==> config.mk <==
export PLATFORM = sky130hd
export DESIGN_NAME = multi_axis_step_sequencer
export DESIGN_NICKNAME = d
export VERILOG_FILES = /design/src/rtl/mass_pkg.sv /design/src/rtl/mass_ctrl.sv /design/src/rtl/mass_datapath.sv /design/src/rtl/multi_axis_step_sequencer.sv
export SDC_FILE = /design/constraint.sdc
export NUM_CORES = 2
export LEC_CHECK = 0
export ABC_AREA = 1
export BUFFER_PORTS_ARGS = -buffer_cell sky130_fd_sc_hd__buf_2
export CAP_MARGIN = 20
export CORE_MARGIN = 8
export CORE_UTILIZATION = 40
export CTS_CLUSTER_DIAMETER = 100
export CTS_CLUSTER_SIZE = 12
export DETAILED_ROUTE_END_ITERATION = 10
export PLACE_DENSITY = 0.66
export SLEW_MARGIN = 20
export SYNTH_ARGS = -nofsm -noshare
export SYNTH_HDL_FRONTEND = slang
export SYNTH_SLANG_ARGS = --single-unit
==> constraint.sdc <==
create_clock -name clk -period 18.45 [get_ports clk]
set_input_delay 4.6125 -clock clk [delete_from_list [all_inputs] [get_ports clk]]
set_output_delay 4.6125 -clock clk [all_outputs]
set_load 0.02 [all_outputs]
==> src/rtl/mass_pkg.sv <==
`default_nettype none

package mass_pkg;

  localparam int NUM_AXES      = 4;
  localparam int AXIS_WIDTH    = 2;
  localparam int COUNT_WIDTH   = 24;
  localparam int RATE_WIDTH    = 16;
  localparam int SPMM_WIDTH    = 16;
  localparam int PROD_WIDTH    = RATE_WIDTH + SPMM_WIDTH;
  localparam int WAIT_WIDTH    = 26;
  localparam int BIT_IDX_WIDTH = $clog2(WAIT_WIDTH);
  localparam int CFG_IDX_WIDTH = 2;
  localparam int FLAGS_COMBOS  = 16;

  localparam logic [WAIT_WIDTH-1:0] MIN_WAIT         = WAIT_WIDTH'(100);
  localparam logic [WAIT_WIDTH-1:0] TICKS_PER_MINUTE = WAIT_WIDTH'(60000000);

  localparam logic [AXIS_WIDTH-1:0] AX_X = 2'd0;
  localparam logic [AXIS_WIDTH-1:0] AX_Y = 2'd1;
  localparam logic [AXIS_WIDTH-1:0] AX_Z = 2'd2;
  localparam logic [AXIS_WIDTH-1:0] AX_E = 2'd3;

  localparam logic REQ_MOVE = 1'b0;
  localparam logic REQ_TICK = 1'b1;

  localparam logic [AXIS_WIDTH-1:0] NEXT_AXIS [NUM_AXES][FLAGS_COMBOS] = '{
    '{AX_E, AX_X, AX_Y, AX_Y, AX_Z, AX_X, AX_Y, AX_Y,
      AX_E, AX_E, AX_E, AX_Y, AX_E, AX_E, AX_Y, AX_Y},
    '{AX_E, AX_X, AX_Y, AX_X, AX_Z, AX_X, AX_Y, AX_X,
      AX_E, AX_E, AX_E, AX_E, AX_E, AX_E, AX_E, AX_E},
    '{AX_E, AX_X, AX_Y, AX_X, AX_Z, AX_X, AX_Y, AX_X,
      AX_E, AX_X, AX_Y, AX_X, AX_E, AX_X, AX_Y, AX_X},
    '{AX_E, AX_X, AX_Y, AX_X, AX_Z, AX_X, AX_Y, AX_X,
      AX_E, AX_X, AX_Y, AX_X, AX_Z, AX_X, AX_Y, AX_X}
  };

  typedef struct packed {
    logic                     step_now;
    logic                     latch_move;
    logic                     mul;
    logic                     div_step;
    logic                     store_wait;
    logic                     apply;
    logic [AXIS_WIDTH-1:0]    axis;
    logic [BIT_IDX_WIDTH-1:0] div_bit;
  } cmd_t;

  typedef struct packed {
    logic running;
    logic out_valid;
  } status_t;

endpackage

`default_nettype wire

==> src/rtl/mass_ctrl.sv <==
`default_nettype none

module mass_ctrl (
  input  wire              clk,
  input  wire              rst,
  input  wire              in_valid,
  output logic             in_stall,
  input  wire              req_type,
  input  wire              out_stall,
  input  mass_pkg::status_t status,
  output mass_pkg::cmd_t   cmd
);

  localparam logic [2:0] S_IDLE  = 3'd0;
  localparam logic [2:0] S_MUL   = 3'd1;
  localparam logic [2:0] S_DIV   = 3'd2;
  localparam logic [2:0] S_STORE = 3'd3;
  localparam logic [2:0] S_APPLY = 3'd4;

  localparam logic [mass_pkg::BIT_IDX_WIDTH-1:0] TOP_BIT =
    mass_pkg::BIT_IDX_WIDTH'(mass_pkg::WAIT_WIDTH - 1);

  logic [2:0]                          state;
  logic [2:0]                          state_next;
  logic [mass_pkg::AXIS_WIDTH-1:0]     axis;
  logic [mass_pkg::AXIS_WIDTH-1:0]     axis_next;
  logic [mass_pkg::BIT_IDX_WIDTH-1:0]  bit_cnt;
  logic [mass_pkg::BIT_IDX_WIDTH-1:0]  bit_cnt_next;
  logic                                accept;

  assign in_stall = (state != S_IDLE) || (status.out_valid && out_stall);
  assign accept   = in_valid && !in_stall;

  always_comb begin
    state_next     = state;
    axis_next      = axis;
    bit_cnt_next   = bit_cnt;
    cmd            = '0;
    cmd.axis       = axis;
    cmd.div_bit    = bit_cnt;
    case (state)
      S_IDLE: begin
        if (accept) begin
          if (req_type == mass_pkg::REQ_MOVE && !status.running) begin
            cmd.latch_move = 1'b1;
            axis_next      = mass_pkg::AX_X;
            state_next     = S_MUL;
          end else begin
            cmd.step_now = 1'b1;
          end
        end
      end
      S_MUL: begin
        cmd.mul      = 1'b1;
        bit_cnt_next = TOP_BIT;
        state_next   = S_DIV;
      end
      S_DIV: begin
        cmd.div_step = 1'b1;
        if (bit_cnt == '0) begin
          state_next = S_STORE;
        end else begin
          bit_cnt_next = bit_cnt - 1'b1;
        end
      end
      S_STORE: begin
        cmd.store_wait = 1'b1;
        if (axis == mass_pkg::AX_E) begin
          state_next = S_APPLY;
        end else begin
          axis_next  = axis + 1'b1;
          state_next = S_MUL;
        end
      end
      S_APPLY: begin
        cmd.apply  = 1'b1;
        state_next = S_IDLE;
      end
      default: begin
        state_next = S_IDLE;
      end
    endcase
  end

  always_ff @(posedge clk) begin
    if (rst) begin
      state   <= S_IDLE;
      axis    <= mass_pkg::AX_X;
      bit_cnt <= '0;
    end else begin
      state   <= state_next;
      axis    <= axis_next;
      bit_cnt <= bit_cnt_next;
    end
  end

endmodule

`default_nettype wire

==> src/rtl/mass_datapath.sv <==
`default_nettype none

module mass_datapath #(
  parameter int COUNT_WIDTH = mass_pkg::COUNT_WIDTH
) (
  input  wire                                 clk,
  input  wire                                 rst,
  input  mass_pkg::cmd_t                      cmd,
  output mass_pkg::status_t                   status,
  input  wire                                 cfg_we,
  input  wire [mass_pkg::CFG_IDX_WIDTH-1:0]   cfg_index,
  input  wire [mass_pkg::SPMM_WIDTH-1:0]      cfg_data,
  input  wire                                 req_type,
  input  wire signed [COUNT_WIDTH-1:0]        move_x,
  input  wire signed [COUNT_WIDTH-1:0]        move_y,
  input  wire signed [COUNT_WIDTH-1:0]        move_z,
  input  wire signed [COUNT_WIDTH-1:0]        move_e,
  input  wire [mass_pkg::RATE_WIDTH-1:0]      feed_rate,
  input  wire [mass_pkg::RATE_WIDTH-1:0]      extrude_rate,
  output logic                                out_valid,
  input  wire                                 out_stall,
  output logic [mass_pkg::NUM_AXES-1:0]       step_toggle,
  output logic [mass_pkg::NUM_AXES-1:0]       direction,
  output logic                                busy_res,
  output logic                                move_done,
  output logic                                move_rejected
);

  localparam int NA = mass_pkg::NUM_AXES;
  localparam int AW = mass_pkg::AXIS_WIDTH;
  localparam int WW = mass_pkg::WAIT_WIDTH;
  localparam int PW = mass_pkg::PROD_WIDTH;

  logic [mass_pkg::SPMM_WIDTH-1:0] spmm [NA];
  logic [mass_pkg::RATE_WIDTH-1:0] feed_q;
  logic [mass_pkg::RATE_WIDTH-1:0] ext_q;
  logic [COUNT_WIDTH-1:0]          remaining [NA];
  logic [WW-1:0]                   axis_wait [NA];
  logic [WW-1:0]                   wait_count;
  logic [NA-1:0]                   active;
  logic [NA-1:0]                   active_next;
  logic [NA-1:0]                   dir_bits;
  logic [AW-1:0]                   cur_axis;
  logic                            running;
  logic                            running_next;

  logic [PW-1:0]                   prod;
  logic [PW-1:0]                   rem;
  logic [WW-1:0]                   quo;
  logic [PW:0]                     rem_shift;
  logic                            rem_ge;
  logic [WW-1:0]                   wait_val;
  logic [mass_pkg::RATE_WIDTH-1:0] rate_sel;

  logic signed [COUNT_WIDTH-1:0]   move_in [NA];
  logic [AW-1:0]                   next_ax;
  logic [AW-1:0]                   tgl_axis;
  logic                            tick_run;
  logic                            do_tgl;
  logic                            do_dec;
  logic                            finish;
  logic                            reject;
  logic                            rem_low;
  logic                            load_out;

  assign move_in[0] = move_x;
  assign move_in[1] = move_y;
  assign move_in[2] = move_z;
  assign move_in[3] = move_e;

  assign status.running   = running;
  assign status.out_valid = out_valid;

  assign rate_sel  = (cmd.axis == mass_pkg::AX_E) ? ext_q : feed_q;
  assign rem_shift = {rem, mass_pkg::TICKS_PER_MINUTE[cmd.div_bit]};
  assign rem_ge    = rem_shift >= {1'b0, prod};
  assign wait_val  = (prod == '0 || quo < mass_pkg::MIN_WAIT) ? mass_pkg::MIN_WAIT : quo;

  always_comb begin
    next_ax      = mass_pkg::NEXT_AXIS[cur_axis][active];
    tick_run     = cmd.step_now && (req_type == mass_pkg::REQ_TICK) && running;
    reject       = cmd.step_now && (req_type == mass_pkg::REQ_MOVE);
    do_dec       = tick_run && (wait_count != '0);
    finish       = tick_run && (wait_count == '0) && (active == '0);
    do_tgl       = cmd.apply || (tick_run && (wait_count == '0) && (active != '0));
    tgl_axis     = cmd.apply ? mass_pkg::AX_X : next_ax;
    rem_low      = remaining[tgl_axis] <= COUNT_WIDTH'(1);
    load_out     = cmd.step_now || cmd.apply;
    active_next  = cmd.apply ? '1 : active;
    if (do_tgl && rem_low) begin
      active_next[tgl_axis] = 1'b0;
    end
    running_next = running;
    if (cmd.apply) begin
      running_next = 1'b1;
    end else if (finish) begin
      running_next = 1'b0;
    end
  end

  always_ff @(posedge clk) begin
    if (rst) begin
      for (int i = 0; i < NA; i++) begin
        spmm[i] <= mass_pkg::SPMM_WIDTH'(1);
      end
    end else if (cfg_we) begin
      spmm[cfg_index] <= cfg_data;
    end
  end

  always_ff @(posedge clk) begin
    if (cmd.latch_move) begin
      feed_q <= feed_rate;
      ext_q  <= extrude_rate;
      for (int i = 0; i < NA; i++) begin
        remaining[i] <= move_in[i][COUNT_WIDTH-1] ? COUNT_WIDTH'(-move_in[i])
                                                   : COUNT_WIDTH'(move_in[i]);
      end
    end else if (do_tgl) begin
      remaining[tgl_axis] <= rem_low ? '0 : remaining[tgl_axis] - 1'b1;
    end
    if (cmd.mul) begin
      prod <= PW'(rate_sel) * PW'(spmm[cmd.axis]);
      rem  <= '0;
      quo  <= '0;
    end else if (cmd.div_step) begin
      rem  <= rem_ge ? PW'(rem_shift - {1'b0, prod}) : PW'(rem_shift);
      quo  <= {quo[WW-2:0], rem_ge};
    end
    if (cmd.store_wait) begin
      axis_wait[cmd.axis] <= wait_val;
    end
  end

  always_ff @(posedge clk) begin
    if (rst) begin
      active     <= '0;
      running    <= 1'b0;
      cur_axis   <= mass_pkg::AX_X;
      wait_count <= '0;
      dir_bits   <= '0;
    end else begin
      active  <= active_next;
      running <= running_next;
      if (cmd.latch_move) begin
        for (int i = 0; i < NA; i++) begin
          dir_bits[i] <= move_in[i][COUNT_WIDTH-1];
        end
      end
      if (do_tgl) begin
        cur_axis   <= tgl_axis;
        wait_count <= axis_wait[tgl_axis];
      end else if (do_dec) begin
        wait_count <= wait_count - 1'b1;
      end
    end
  end

  always_ff @(posedge clk) begin
    if (rst) begin
      out_valid <= 1'b0;
    end else if (load_out) begin
      out_valid <= 1'b1;
    end else if (!out_stall) begin
      out_valid <= 1'b0;
    end
  end

  always_ff @(posedge clk) begin
    if (load_out) begin
      step_toggle   <= do_tgl ? NA'(1) << tgl_axis : '0;
      direction     <= dir_bits;
      busy_res      <= running_next;
      move_done     <= finish;
      move_rejected <= reject;
    end
  end

endmodule

`default_nettype wire

==> src/rtl/multi_axis_step_sequencer.sv <==
`default_nettype none

// Channel   Handshake            Payload
// cfg       cfg_we               cfg_index, cfg_data
// in        in_valid / in_stall  req_type, move_x..move_e, feed_rate, extrude_rate
// out       out_valid / out_stall step_toggle, direction, busy_res, move_done, move_rejected
//
// A tick, or a move that arrives while busy, is answered straight from idle; the result is registered.
// An accepted move is computed axis by axis, X to E: per axis a multiply,
// one restoring divider step per quotient bit, and one store; the X toggle follows.
// in_stall is high while a move is being computed and while a held result is stalled.
// Reset is synchronous; registers come up as 1 steps/mm, idle, no result pending.

module multi_axis_step_sequencer #(
  parameter int COUNT_WIDTH = mass_pkg::COUNT_WIDTH
) (
  input  wire                                 clk,
  input  wire                                 rst,
  input  wire                                 cfg_we,
  input  wire [mass_pkg::CFG_IDX_WIDTH-1:0]   cfg_index,
  input  wire [mass_pkg::SPMM_WIDTH-1:0]      cfg_data,
  input  wire                                 in_valid,
  output logic                                in_stall,
  input  wire                                 req_type,
  input  wire signed [COUNT_WIDTH-1:0]        move_x,
  input  wire signed [COUNT_WIDTH-1:0]        move_y,
  input  wire signed [COUNT_WIDTH-1:0]        move_z,
  input  wire signed [COUNT_WIDTH-1:0]        move_e,
  input  wire [mass_pkg::RATE_WIDTH-1:0]      feed_rate,
  input  wire [mass_pkg::RATE_WIDTH-1:0]      extrude_rate,
  output logic                                out_valid,
  input  wire                                 out_stall,
  output logic [mass_pkg::NUM_AXES-1:0]       step_toggle,
  output logic [mass_pkg::NUM_AXES-1:0]       direction,
  output logic                                busy_res,
  output logic                                move_done,
  output logic                                move_rejected
);

  mass_pkg::cmd_t    cmd;
  mass_pkg::status_t status;

  mass_ctrl u_ctrl (
    .clk       (clk),
    .rst       (rst),
    .in_valid  (in_valid),
    .in_stall  (in_stall),
    .req_type  (req_type),
    .out_stall (out_stall),
    .status    (status),
    .cmd       (cmd)
  );

  mass_datapath #(
    .COUNT_WIDTH (COUNT_WIDTH)
  ) u_datapath (
    .clk           (clk),
    .rst           (rst),
    .cmd           (cmd),
    .status        (status),
    .cfg_we        (cfg_we),
    .cfg_index     (cfg_index),
    .cfg_data      (cfg_data),
    .req_type      (req_type),
    .move_x        (move_x),
    .move_y        (move_y),
    .move_z        (move_z),
    .move_e        (move_e),
    .feed_rate     (feed_rate),
    .extrude_rate  (extrude_rate),
    .out_valid     (out_valid),
    .out_stall     (out_stall),
    .step_toggle   (step_toggle),
    .direction     (direction),
    .busy_res      (busy_res),
    .move_done     (move_done),
    .move_rejected (move_rejected)
  );

endmodule

`default_nettype wire

==> key figures <==
Status
  • Result of the run: finished, final reports clean

Layout
  • Layout cell share with drive strength beyond 1: 8.484%
  • Design Area, Final: 35440 um^2
  • Most frequent cells in the layout: sky130_fd_sc_hd__nand2_1, sky130_fd_sc_hd__inv_1, sky130_fd_sc_hd__nor2_1, sky130_fd_sc_hd__edfxtp_1, sky130_fd_sc_hd__fa_1
  • Nets@finish: 4435
  • Most common library cell in the layout ignoring fill and taps: sky130_fd_sc_hd__nand2_1
  • Filler cells: 8008
  • Synth-to-Final Area Change: 9.967%

Setup path
  • Slowest stage cell on the critical path: sky130_fd_sc_hd__buf_2
  • Cells on worst reg2reg path: 25
  • Maximum fanout count along the critical path: 3
  • Cell class contributing the biggest share of worst-path delay: buffers and inverters
  • Worst setup SP type: input pin
  • Critical Setup Path Class: in2out
  • Crit-path cells: buf_2 -> nand2_1 -> nand2_1 -> buf_2
  • Data arrival time at the worst-slack endpoint: 5.04 ns
  • Data required time of the worst path: 13.84 ns
  • R2R Path End: u_datapath.prod[29]
  • Largest stage delay, worst path: 0.17 ns
  • Crit end category: output pin
  • Reg2Reg Setup Slack: 10.23 ns
  • Start of the worst register-to-register path: u_ctrl.axis[0]
  • Number of buffers and inverters on the critical path: 2

Logic synthesis
  • Post-Synth Adder-Cell Area: 17.98%
  • Xor and xnor area share after synthesis: 4.562%
  • Seq cells post-synth: 448
  • Biggest area contributors in the synthesized netlist: sky130_fd_sc_hd__edfxtp_1, sky130_fd_sc_hd__fa_1, sky130_fd_sc_hd__nand2_1, sky130_fd_sc_hd__dfxtp_1, sky130_fd_sc_hd__inv_1
  • Share of the synthesized area in compound gates (AO/OA/AOI/OAI): 7.995%
  • Post-synthesis cell type with the largest combined area: sky130_fd_sc_hd__edfxtp_1
  • Cell variety after synth: 56
  • Ys async rst share: 0%
  • Summed instance area of the synthesized netlist: 32220 um^2
  • Number of warnings reported in the yosys synthesis log: 0
  • EDFF count, synth: 339
  • Post-Synthesis Net Count: 4316
  • Share of synthesized area spent on multiplexers: 0.8387%
  • Proportion of netlist area held by the largest area contributor: 31.59%
  • Most common flop cell mapped by yosys: sky130_fd_sc_hd__edfxtp_1
  • Combinational family with the most area after synthesis: simple AND/OR/NAND/NOR gates
  • Synth Area in Simple Gates: 22.18%
  • Sequential cell area fraction in the yosys report: 38.36%
  • Synthesized instance count: 3818
  • Average size of a mapped cell: 8.440 um^2

Global routing
  • GRT overflow: 0
  • Pin count of the biggest net entering global routing: 68
  • Vias in the first global route: 25840
  • First-pass GRT wire length: 141800 um
  • Initial antenna violation count: 10
  • Global-route usage over all layers: 19.77%

Timing
  • Count of endpoints failing setup in the final report: 0
  • Relative max-transition margin: 32.20%
  • Setup TNS: 0 ns
  • Share of the clock period used by the worst path after layout: 52.30%
  • Actual slew at the worst max-slew pin: 1.010 ns
  • Unrepaired setup endpoints after global routing: no
  • Setup clock skew after layout: 0.02788 ns
  • Number of pins with negative max-slew slack in the final report: 0
  • Hold violation count in the final report: 0
  • Highest Clock Rate: 103.6 MHz
  • Clock period minus final worst setup slack: 9.649 ns

Clocking
  • Number of gates resized after cts: 0
  • Post-CTS repair timing setup buffer count: 0
  • Deepest clock path buffer count: 3
  • Clk pin slew, worst setup/hold paths: 0.06 ns
  • Clock network latency to the later pin of the worst-skew pair: 0.60 ns
  • Clock root buffer: sky130_fd_sc_hd__clkbuf_16
  • Clock buffers created by TritonCTS: 44
  • Total number of H-tree levels: 2
  • Clock net sink count: 448
  • Post-CTS Hold Buffers: 0
  • Clock tree from TritonCTS: yes

Run
  • Number of maximum-capacitance violations: 0

Routing
  • Number of nets still failing antenna checks after routing: 0
  • Routed wire per std cell: 17.98 um
  • Via count: 26030
  • Residual DRC: 0
  • Count of TritonRoute iterations in the first routing pass: 7
  • Routed vias/inst: 5.170
  • Final wirelength: 90510 um
  • Detailed router's first-iteration violation count: 1813

Floorplan
  • Initial cell density of the core: 40.20%
  • Core area: 80160 um^2
  • Die footprint: 89900 um^2
  • Horiz. Die Dim: 299.8 um
  • Die Y-Extent: 299.8 um
  • I/O pin count: 165
  • Number of rows in the core area: 104

Hold path
  • Hold Path Sink: u_datapath.direction[0]
  • Type of the most critical hold path: reg2reg
  • Worst hold path stage count: 0
  • Start point of the worst min-delay path: u_datapath.dir_bits[0]

Place
  • Half-perimeter wire length after placement: 67480 um
  • Placed standard-cell area: 34140 um^2
  • Count of input and output buffers: 164
  • Final Wtd Congestion: 0.9271
==> cells by family after synthesis <==
| family | Yosys count |
|---|---|
| AOI/OAI and AO/OA | 434 |
| adders and majority gates | 346 |
| buffers and inverters | 667 |
| and+or+nand+nor | 1729 |
| muxes | 27 |
| xor gates and xnor gates | 167 |
| DFF | 448 |
==> worst max path at each step <==
stage / from / endpoint / cells after the start
final: out_stall / in_stall / 4
after global routing: out_stall / in_stall / 4
after floorplan: out_stall / in_stall / 2
after global placement: out_stall / in_stall / 4
after detailed placement: out_stall / in_stall / 4
after CTS: out_stall / in_stall / 4
==> routing by layer <==
metal	global-route usage (%)	part of all wire [%]	vias to the layer above
li1	-	-	12590
met1	24.81	42	12320
met2	33.30	47	898
met3	3.610	6.6	213
met4	8.492	4.8	8
met5	0	0.055	-
==> Yosys cell counts, drive strengths merged, types with 16 or more instances <==
| cell | instances |
|---|---|
| ha | 151 |
| nand3 | 192 |
| nor3 | 35 |
| o211ai | 29 |
| a31oi | 16 |
| xnor2 | 60 |
| xor2 | 107 |
| or2 | 17 |
| inv | 535 |
| o21ai | 121 |
| nand2 | 917 |
| a21oi | 158 |
| clkbuf | 89 |
| a22oi | 27 |
| nor4 | 17 |
| dfxtp | 109 |
| edfxtp | 339 |
| nand4 | 41 |
| nor2 | 505 |
| o22ai | 27 |
| fa | 195 |
| mux2i | 27 |
| buf | 33 |
==> flip-flops by register name, indices dropped and copies added (netlist names), 26 cells and up, named ones only <==
signal	count
u_datapath.rem	32
u_datapath.prod	32
u_datapath.wait_count	26
u_datapath.quo	26
u_datapath.remaining	96
u_datapath.spmm	64
u_datapath.axis_wait	104
==> stage by stage <==
step | setup slack (ns) | hold WS, ns | instances | util (%)
5_1_grt | 8.760 | 0.4439 | 5033 | 44.20
3_5_place_dp | 8.802 | 0.4119 | 4951 | 42.59
3_3_place_gp | 8.788 | 0.4116 | 4949 | 42.52
6_report | 8.801 | 0.4308 | 5034 | 44.21
2_1_floorplan | 8.984 | 0.4030 | 3818 | -
4_1_cts | 8.801 | 0.4297 | 5032 | 44.19
==> layout make-up <==
cell class                      instances  area [um^2]  area share, %
Multi-Input combinational cell       2703        17320          48.86
Timing Repair Buffer                  195         1094          3.086
Clock buffer                           75         1217          3.436
Clock inverter                          6        70.07         0.1977
Tap cell                             1060         1326          3.743
Inverter                              545         2046          5.773
Antenna cell                            2        5.005        0.01412
Sequential cell                       448        12360          34.89
Power is not shown: default switching activity piles up to over one toggle a cycle in this logic, so the estimate is an artifact.
